$ cat src/rtl/mmie_pkg.sv
// ----------------------------------------------------------------------------
// mmie_pkg
// Shared types, opcodes and constants for the memory-to-memory executor.
// ----------------------------------------------------------------------------
package mmie_pkg;

  localparam int unsigned DataWordsDef    = 256;
  localparam int unsigned ProgramWordsDef = 1024;
  localparam int unsigned LenW            = 11;
  localparam int unsigned PcW             = 10;

  localparam logic [4:0] ADD   = 5'd0;
  localparam logic [4:0] SOU   = 5'd1;
  localparam logic [4:0] MUL   = 5'd2;
  localparam logic [4:0] DIV   = 5'd3;
  localparam logic [4:0] COP   = 5'd4;
  localparam logic [4:0] PCOPA = 5'd5;
  localparam logic [4:0] PCOPB = 5'd6;
  localparam logic [4:0] AFC   = 5'd7;
  localparam logic [4:0] PRI   = 5'd8;
  localparam logic [4:0] INF   = 5'd9;
  localparam logic [4:0] SUP   = 5'd10;
  localparam logic [4:0] INFEQ = 5'd11;
  localparam logic [4:0] SUPEQ = 5'd12;
  localparam logic [4:0] EQU   = 5'd13;
  localparam logic [4:0] AND_  = 5'd14;
  localparam logic [4:0] OR_   = 5'd15;
  localparam logic [4:0] JMP   = 5'd16;
  localparam logic [4:0] JMF   = 5'd17;

  localparam logic [1:0] ST_OK   = 2'd0;
  localparam logic [1:0] ST_DIV0 = 2'd1;
  localparam logic [1:0] ST_PTR  = 2'd2;

  typedef struct packed {
    logic [4:0]         func;
    logic [7:0]         dest_addr;
    logic [7:0]         src_a_addr;
    logic [7:0]         src_b_addr;
    logic signed [31:0] immediate;
    logic [9:0]         jump_target;
  } instr_t;

  typedef struct packed {
    logic [9:0]         next_pc;
    logic               halted;
    logic               print_valid;
    logic [7:0]         print_addr;
    logic signed [31:0] print_value;
    logic [1:0]         status;
  } result_t;

  // Memory port selection driven by the controller.
  typedef enum logic [2:0] {
    RD_A, RD_B, RD_D, RD_PTR_A, WR_RES, WR_PTR, MP_NONE
  } mem_op_t;

  typedef struct packed {
    mem_op_t op;
    logic    load_instr;
    logic    capture_a;
    logic    capture_b;
    logic    capture_d;
    logic    capture_p;
    logic    div_start;
  } dp_cmd_t;

  typedef struct packed {
    logic div_busy;
  } dp_stat_t;

endpackage

$ cat src/rtl/mmie_ctrl.sv
// ----------------------------------------------------------------------------
// mmie_ctrl
// Sequencer: fetches operands, runs the operation, writes back, reports.
// ----------------------------------------------------------------------------
module mmie_ctrl #(
  parameter int unsigned DATA_WORDS = mmie_pkg::DataWordsDef
) (
  input  logic               clk,
  input  logic               rst,
  input  logic               in_valid,
  output logic               in_stall,
  output logic               out_valid,
  input  logic               out_stall,
  input  logic               cfg_valid,
  output logic               cfg_ready,
  input  logic [10:0]        cfg_data,
  input  mmie_pkg::instr_t   ir,
  input  logic [31:0]        va,
  input  logic [31:0]        vb,
  input  logic [31:0]        vd,
  input  logic               ptr_ok,
  input  mmie_pkg::dp_stat_t stat,
  output mmie_pkg::dp_cmd_t  cmd,
  output mmie_pkg::result_t  res
);
  import mmie_pkg::*;
  localparam int unsigned PROGRAM_WORDS = ProgramWordsDef;

  typedef enum logic [3:0] {
    S_IDLE, S_RA, S_RB, S_CAP_B, S_OPS, S_DIV, S_PTR, S_PTR_CAP,
    S_WB, S_OUT
  } state_t;

  state_t      state;
  logic [10:0] plen;
  logic [10:0] pc;
  logic [10:0] len;
  logic [10:0] nxt;
  logic [1:0]  st;
  logic        waiting_div;

  function automatic logic ptr_ok_d();
    return !vd[31] && (vd < 32'(DATA_WORDS));
  endfunction

  assign len       = (plen > 11'(PROGRAM_WORDS)) ? 11'(PROGRAM_WORDS) : plen;
  assign cfg_ready = 1'b1;
  assign in_stall  = (state != S_IDLE);
  assign out_valid = (state == S_OUT);

  always_comb begin
    cmd            = '0;
    cmd.op         = MP_NONE;
    cmd.load_instr = (state == S_IDLE) && in_valid;
    case (state)
      S_RA:  cmd.op = (ir.func == PCOPB) ? RD_D : RD_A;
      S_RB: begin
        cmd.op = (ir.func == PCOPB) ? RD_A : RD_B;
        if (ir.func == PCOPB) cmd.capture_d = 1'b1;
        else                  cmd.capture_a = 1'b1;
      end
      S_CAP_B: begin
        if (ir.func == PCOPB) cmd.capture_a = 1'b1;
        else                  cmd.capture_b = 1'b1;
        cmd.op = RD_D;
      end
      S_OPS: begin
        cmd.div_start = (ir.func == DIV);
        cmd.capture_d = (ir.func == PRI);
      end
      S_PTR:     cmd.op = RD_PTR_A;
      S_PTR_CAP: cmd.capture_p = 1'b1;
      S_WB: begin
        if (ir.func == PCOPB) cmd.op = ptr_ok_d() ? WR_PTR : MP_NONE;
        else if (ir.func == PCOPA) cmd.op = ptr_ok ? WR_RES : MP_NONE;
        else if ((ir.func <= OR_) && (ir.func != PRI)) cmd.op = WR_RES;
        else cmd.op = MP_NONE;
      end
      default: cmd.op = MP_NONE;
    endcase
  end

  assign waiting_div = stat.div_busy;

  always_comb begin
    nxt = pc + 11'd1;
    st  = ST_OK;
    if (ir.func == JMP) nxt = 11'(ir.jump_target);
    if (ir.func == JMF && va == '0) nxt = 11'(ir.jump_target);
    if (ir.func == DIV && vb == '0) st = ST_DIV0;
    if (ir.func == PCOPA && !ptr_ok) st = ST_PTR;
    if (ir.func == PCOPB && !ptr_ok_d()) st = ST_PTR;
    if (nxt > 11'(PROGRAM_WORDS)) nxt = 11'(PROGRAM_WORDS);
  end

  always_ff @(posedge clk) begin
    if (rst) begin
      state <= S_IDLE;
      pc    <= '0;
      plen  <= '0;
    end else begin
      if (cfg_valid) plen <= cfg_data;
      case (state)
        S_IDLE: if (in_valid) state <= S_RA;
        S_RA: begin
          if (pc >= len) begin
            res <= '{next_pc: pc[9:0], halted: 1'b1, print_valid: 1'b0,
                     print_addr: '0, print_value: '0, status: ST_OK};
            state <= S_OUT;
          end else state <= S_RB;
        end
        S_RB:    state <= S_CAP_B;
        S_CAP_B: state <= S_OPS;
        S_OPS: begin
          if (ir.func == DIV)        state <= S_DIV;
          else if (ir.func == PCOPA) state <= ptr_ok ? S_PTR : S_WB;
          else                       state <= S_WB;
        end
        S_DIV:     if (!waiting_div) state <= S_WB;
        S_PTR:     state <= S_PTR_CAP;
        S_PTR_CAP: state <= S_WB;
        S_WB: begin
          pc <= nxt;
          res.next_pc     <= nxt[9:0];
          res.halted      <= (nxt >= len);
          res.print_valid <= (ir.func == PRI);
          res.print_addr  <= (ir.func == PRI) ? ir.dest_addr : '0;
          res.print_value <= (ir.func == PRI) ? vd : '0;
          res.status      <= st;
          state <= S_OUT;
        end
        S_OUT:   if (!out_stall) state <= S_IDLE;
        default: state <= S_IDLE;
      endcase
    end
  end

  assert property (@(posedge clk) disable iff (rst) out_valid |-> in_stall)
    else $error("accept while result pending");
  assert property (@(posedge clk) disable iff (rst) pc <= 11'(PROGRAM_WORDS))
    else $error("pc past end");
  assert property (@(posedge clk) disable iff (rst) (state == S_DIV) |-> (ir.func == DIV))
    else $error("div state without div");
endmodule

$ cat config.mk
export PLATFORM = sky130hd
export DESIGN_NAME = mmie_ctrl
export DESIGN_NICKNAME = d
export VERILOG_FILES = /design/src/rtl/mmie_pkg.sv /design/src/rtl/mmie_ctrl.sv
export SDC_FILE = /design/constraint.sdc
export NUM_CORES = 1
export LEC_CHECK = 0
export BUFFER_PORTS_ARGS = -buffer_cell sky130_fd_sc_hd__buf_2
export CAP_MARGIN = 0
export CORE_AREA = 2 2 108 136
export DETAILED_ROUTE_END_ITERATION = 8
export DIE_AREA = 0 0 110 138
export GPL_ROUTABILITY_DRIVEN = 0
export GPL_TIMING_DRIVEN = 0
export PLACE_DENSITY = 0.63
export SYNTH_ARGS = -nofsm -noshare
export SYNTH_HDL_FRONTEND = slang
export SYNTH_SLANG_ARGS = --single-unit
$ cat constraint.sdc
create_clock -name clk -period 19.6 [get_ports clk]
set_input_delay 3.92 -clock clk [delete_from_list [all_inputs] [get_ports clk]]
set_output_delay 3.92 -clock clk [all_outputs]
set_load 0.02 [all_outputs]
==> metrics.md, run 1 <==
| Metric | Value |
|---|---|
| Status | finished, final reports clean |
| Synth area leaders | edfxtp_1, dfxtp_1, ha_1 |
| CTS Hold Bufs | 0 |
| Post-synthesis sequential area ratio | 44.97% |
| Setup TNS | 0 ns |
| Setup bufs post-CTS | 0 |
| Hold Crit Depth | 2 |
| Clk_skew | 0.007840 ns |
| DR pass1 iterations | 5 |
| Syn Inst Count | 481 |
| Worst Tran Pin Value | 0.6690 ns |
| EDFF count, synth | 54 |
| Final worst setup slack | 9.674 ns |
| Fin util | 45.74% |
| Die width | 110 um |
| Critical Path Fanout Max | 2 |
| Die Ht | 138 um |
| Number of fill cells | 1366 |
| Synth Flop Type | edfxtp_1 |
| Standard-cell rows | 49 |
| RSZ-0062 raised after global routing | no |
| Reg2reg start | pc[1]$_SDFFE_PP0P_ |
| TritonCTS clock tree | done |
| FF-to-FF path depth | 16 |
| Initial DRC Count | 234 |
| Cts bufs inserted | 9 |
| Drt drc | 0 |
| R2R setup slack | 15.38 ns |
| Hold Startpoint | plen[5]$_SDFFE_PP0P_ |
| Vias in the first global route | 4481 |
| Synthesized area | 0.004763 mm2 |
| Slew Viols, Final | 0 |
| Clock sinks | 80 |
| Hold crit path type | reg -> reg |
| Max Freq | 100.7 MHz |
| Clk root buf | clkbuf_16 |
| CTS Buffer Depth | 2 |
| Critical Path AT | 6.01 ns |
| Synth unique cells | 68 |
| Synth Area in Compound Gates | 11.90% |
| Critical Path Source Type | input port |
| Finished Cell Area | 0.006422 mm2 |
| Synthesized net count | 689 |
| Clock transition at path regs | 0.06 ns |
| Total wire length | 14880 um |
| Power per cell area | 100.8 mW/mm2 |
| N_diodes | 0 |
| Synth area leader | edfxtp_1 |
| Vias per inst | 5.139 |
| Nets | 909 |
| H-Tree Depth | 3 |
| Yosys reg bits | 80 |
| Final Hold Fails | 0 |
| Layout cells sized above 1 | 35.98% |
| Ys async rst share | 0% |
| IO buf count | 201 |
| Yosys warnings | 0 |
| Largest family of logic cells by synthesized area | simple AND/OR/NAND/NOR gates |
| Slew margin rel. | 55.32% |
| Simple-gate share of the synthesized area | 26.85% |
| Antenna viol nets, final | 0 |
| Endpoint, Worst Hold | plen[5]$_SDFFE_PP0P_ |
| Mux cell area share after synthesis | 2.942% |
| Area Growth Syn to Fin | 34.83% |
| Die area | 0.01518 mm2 |
| WL/cell | 16.83 um |
| Worst Setup Path Type | in -> out |
| Global-route wire length before repair | 22600 um |
| Pre-CTS setup slack | 9.544 ns |
| Via count | 4543 |
| GRT overflow | 0 |
| Pin count of the biggest net entering global routing | 15 |
| Clock latency on the worst-skew pair | 0.33 ns |
| HPWL after detailed placement | 11980 um |
| IO Pins | 251 |
| Req. time, crit path | 15.68 ns |
| Initial Util | 33.93% |
| DP Area | 0.006051 mm2 |
| GRT Total Usage | 19.36% |
| Max Cap Violations | 0 |
| Final worst path period need | 9.926 ns |
| Antenna violations before repair | 0 |
| Crit end category | primary output |
| Core ar. | 0.01404 mm2 |
| PostCTS Resize Cnt | 0 |
| Synth top area share | 34.04% |
| Worst Setup SP | vd[31] |
| Leakage power | 2.827 nW |
| Synth Area in Adders | 6.042% |
| Worst vdd ir | 0.04674 mV |
| Xor/xnor share of the synthesized area | 2.968% |
| R2R Path End | res[43]$_SDFFCE_PN1P_ |
| Mean post-synth cell area | 9.903 um2 |
| Finish-stage setup viols | 0 |
| Tcrit/Tclk final | 50.64% |
==> synth_stat cells, drive strengths merged (3+ instances only) <==
master and n:
a21oi 22, nand2b 13, inv 8, a211oi 7
a21o 11, or4 3, clkbuf 19, and3 7
o31ai 5, dfxtp 26, o21ai 9, xor2 4
nor4 23, o211ai 3, nand4 9, nand3 12
ha 23, a31oi 6, nor3 15, nor2 40
edfxtp 54, and2 45, nand2 42, nor2b 4
buf 13, mux2i 14, xnor2 10
==> cells in the final DEF (no fill, tap or decap), types with 3 or more instances in the layout <==
cell type	n
dfxtp_1	26
and2_1	45
nor4_1	22
clkbuf_16	9
ha_1	23
nand2b_1	13
o211ai_1	3
nand4_1	8
buf_2	209
a31oi_1	6
a21o_1	11
and3_1	6
buf_4	8
o21ai_1	4
o21ai_0	5
nor3_1	14
nand2_1	42
xor2_1	4
xnor2_1	9
bufinv_16	4
nor2b_1	4
clkbuf_1	19
buf_6	4
o31ai_1	4
inv_1	6
a211oi_1	7
nand3_1	10
a21oi_1	22
edfxtp_1	54
mux2i_1	14
nor2_1	40
or4_1	3
==> power breakdown <==
part	total [W]	switching, W	internal, W	leakage [nW]
sequential	0.000217	0.00000810	0.000209	0.717
combinational	0.000223	0.000140	0.0000824	1.93
clock	0.000208	0.0000665	0.000141	0.180
==> worst max-delay path, stage by stage <==
cell	delay, ns
buf_2	0.12
nor4_1	0.48
nand4_1	0.27
nor2_1	0.27
a21oi_1	0.10
or3b_2	0.45
a21oi_1	0.14
o21ai_0	0.10
buf_2	0.17
==> routing by layer <==
metal / vias up / GRT usage [%] / wire, um
met3: 27 / 4.856 / 1033
li1: 2212 / - / -
met2: 193 / 35.42 / 7738
met4: 0 / 6.262 / 356
met1: 2111 / 21.28 / 5747
met5: - / 0 / 0
==> flip-flops by register name (all words and copies together) (netlist names) <==
register,flops
plen,11
res,54
pc,11
state,4
==> through the flow <==
| step | total power (W) | hold WS [ns] | std cells |
|---|---|---|---|
| global placement | 0.0004423 | 0.4694 | 860 |
| CTS | 0.0006532 | 0.5046 | 884 |
| detailed placement | 0.0004418 | 0.4873 | 868 |
| global route | 0.0006833 | 0.5403 | 884 |
| finish | 0.0006473 | 0.4974 | 884 |
| floorplan | 0.0003703 | 0.4520 | 481 |
==> how the worst max path moves through the flow <==
stage                     slack, ns  depth (start not counted)                    to
after floorplan                6.56                          1  res[0]$_SDFFCE_PP0P_
after global placement         2.22                          2  res[7]$_SDFFCE_PN0P_
after detailed placement       9.54                          9                cmd[7]
after CTS                      9.54                          9                cmd[7]
after global routing           9.55                          9                cmd[7]
final                          9.67                          9                cmd[7]
==> logic make-up (layout without fill, tap and decap cells) <==
family | count (synthesis) | count (layout)
flip-flops | 80 | 80
AO/OA/AOI/OAI | 82 | 82
buffers and inverters | 41 | 266
other | 1 | 1
XOR/XNOR | 14 | 14
adder cells (fa/ha/maj) | 23 | 23
AND/OR/NAND/NOR | 226 | 226
multiplexers | 14 | 14
==> layout make-up <==
cell class / instances / area [um2] / share of cell area [%]
repair buffers: 209 / 1059 / 16.48
flip-flops and latches: 80 / 2142 / 33.35
well taps: 178 / 222.7 / 3.468
plain buffers: 32 / 168.9 / 2.630
clock inverters: 5 / 128.9 / 2.007
clock buffers: 11 / 242.7 / 3.779
multi-input cells: 360 / 2425 / 37.76
inverters: 9 / 33.78 / 0.5260
(Power assumes the default switching activity.)
==> run 2, diff against run 1 <==
- clock period: 19.6 -> 10.4 ns (I/O delays scaled with it)
==> run 2 against run 1 <==
Against the previous run: die area did not move; critical endpoint unchanged; critical path depth did not move; largest power group unchanged; global-route usage fell by 0.41 points; largest cell class unchanged; clock skew rose by 0.0014 ns; core utilization fell by 0.43 points; via count fell by 0.35%; power rose by 80%; highest routed layer unchanged.
==> metrics.md, run 2 (synthesized netlist as in run 1, its figures left out) <==
| Metric | Value |
|---|---|
| Status | finished, final reports clean |
| Switching Fraction | 36.30% |
| Die area | 0.01518 mm2 |
| Storage cell area | 0.002142 mm2 |
| Die width | 110 um |
| Commonest non-fill, non-tap cell in the layout | buf_2 |
| NetSw | 0.0004223 W |
| Power per cell area | 182.9 mW/mm2 |
| Top flop regs | res: 54 flops, pc: 11 flops, plen: 11 flops |
| Area Growth Syn to Fin | 33.57% |
| Critical Path Source Type | input port |
| HPWL after detailed placement | 11700 um |
| H-Tree Depth | 3 |
| Internal power | 0.0007411 W |
| Tcrit/Tclk final | 59.50% |
| Antenna violations before repair | 0 |
| Crit path to | cmd[7] |
| Max Freq | 161.6 MHz |
| Commonest non-fill, non-tap cells in the layout | buf_2, edfxtp_1, and2_1 |
| Clock sinks | 80 |
| Slew Viols, Final | 0 |
| Vias in the first global route | 4619 |
| Antenna viol nets, final | 0 |
| Clock transition at path regs | 0.07 ns |
| Pin count of the biggest net entering global routing | 17 |
| FF-to-FF path depth | 16 |
| R2R Path End | res[43]$_SDFFCE_PN1P_ |
| Total wire length | 14470 um |
| Critical Path AT | 4.11 ns |
| Number of flip-flops under the largest register name | 54 |
| Clk root buf | clkbuf_16 |
| Hold crit path type | reg -> reg |
| N_diodes | 0 |
| Final worst path period need | 6.188 ns |
| IO Pins | 251 |
| Initial Util | 33.93% |
| Nets | 909 |
| Core ar. | 0.01404 mm2 |
| Leakage power | 2.796 nW |
| Initial DRC Count | 236 |
| Final Hold Fails | 0 |
| Global-route wire length before repair | 22670 um |
| CTS Buffer Depth | 2 |
| Setup bufs post-CTS | 0 |
| DR pass1 iterations | 4 |
| Reg2reg start | pc[1]$_SDFFE_PP0P_ |
| Finish-stage setup viols | 0 |
| Worst vdd ir | 0.08155 mV |
| Worst Setup SP | vd[31] |
| Clock latency on the worst-skew pair | 0.34 ns |
| Vias per inst | 5.121 |
| Clk_skew | 0.009278 ns |
| R2R setup slack | 6.16 ns |
| Most flops, register | res |
| Req. time, crit path | 8.32 ns |
| Worst Tran Pin Value | 0.9051 ns |
| Worst Setup Path Type | in -> out |
| Cts bufs inserted | 9 |
| Comb pwr share | 36.3% |
| CTS Hold Bufs | 0 |
| Standard-cell rows | 49 |
| Share of power burned in registers | 35.1% |
| Die Ht | 138 um |
| Number of fill cells | 1364 |
| Via count | 4527 |
| Worst hold slack | 0.5007 ns |
| Total Power | 0.001163 W |
| IO buf count | 201 |
| PostCTS Resize Cnt | 0 |
| Layout cells sized above 1 | 36.12% |
| GRT Total Usage | 18.96% |
| TritonCTS clock tree | done |
| Max Cap Violations | 0 |
| GRT overflow | 0 |
| Crit end category | primary output |
| RSZ-0062 raised after global routing | no |
| Slew margin rel. | 39.55% |
| Critical Path Fanout Max | 2 |
| Drt drc | 0 |
| Area of the multi-input gates | 0.002425 mm2 |
| Clock power share | 28.6% |
| WL/cell | 16.37 um |
run 2: cell types whose count changed in the layout (fill, tap and decap cells not counted), sizes merged:
cell      before  now
clkinv         2    1
clkbuf        30   28
clkinvlp       0    1
bufinv         4    1
inv            8   13
run 2: how the worst min path moves through the flow:
stage / from / end / slack, ns / depth (start not counted)
floorplan: plen[0]$_SDFFE_PP0P_ / plen[0]$_SDFFE_PP0P_ / 0.45 / 2
global placement: plen[0]$_SDFFE_PP0P_ / plen[0]$_SDFFE_PP0P_ / 0.47 / 2
detailed placement: plen[0]$_SDFFE_PP0P_ / plen[0]$_SDFFE_PP0P_ / 0.49 / 2
CTS: plen[0]$_SDFFE_PP0P_ / plen[0]$_SDFFE_PP0P_ / 0.51 / 2
global route: plen[8]$_SDFFE_PP0P_ / plen[8]$_SDFFE_PP0P_ / 0.55 / 2
finish: plen[0]$_SDFFE_PP0P_ / plen[0]$_SDFFE_PP0P_ / 0.50 / 2
run 2: worst max-delay path, cell delays in order:
cell     delay, ns
buf_2         0.11
nor4_1        0.36
nand4_1       0.27
nor2_1        0.25
a21oi_1       0.10
or3b_2        0.45
a21oi_1       0.15
o21ai_0       0.15
buf_2         0.19
run 2: layout make-up:
cell class | count | area share [%]
plain buffers | 32 | 2.655
repair buffers | 209 | 16.68
multi-input cells | 360 | 38.11
clock inverters | 7 | 1.318
clock buffers | 9 | 3.540
inverters | 9 | 0.5310
well taps | 178 | 3.500
flip-flops and latches | 80 | 33.67
run 2: power by group through the flow:
stage / clock [W] / sequential [W] / combinational (W)
final: 0.000332 / 0.000408 / 0.000423
after global routing: 0.000355 / 0.000413 / 0.000464
after CTS: 0.000339 / 0.000409 / 0.000422
after detailed placement: 0 / 0.000415 / 0.000419
after global placement: 0 / 0.000429 / 0.000397
after floorplan: 0 / 0.000459 / 0.000235
run 2: routing by layer:
metal  wire (um)  vias up  track usage (%)
li1            -     2212                -
met1        5612     2115            21.87
met2        7669      186            34.90
met3        1023       14            3.489
met4         161        0            5.130
met5           0        -                0
run 2: stage by stage:
stage | TNS, ns | instance area [um2] | instances | util [%] | setup WS (ns)
floorplan | 0 | 4765 | 481 | - | 1.837
global placement | -79.58 | 5993 | 860 | 42.69 | -1.478
detailed placement | 0 | 6053 | 868 | 43.12 | 4.184
CTS | 0 | 6362 | 884 | 45.32 | 4.187
global route | 0 | 6362 | 884 | 45.32 | 4.139
finish | 0 | 6362 | 884 | 45.32 | 4.212
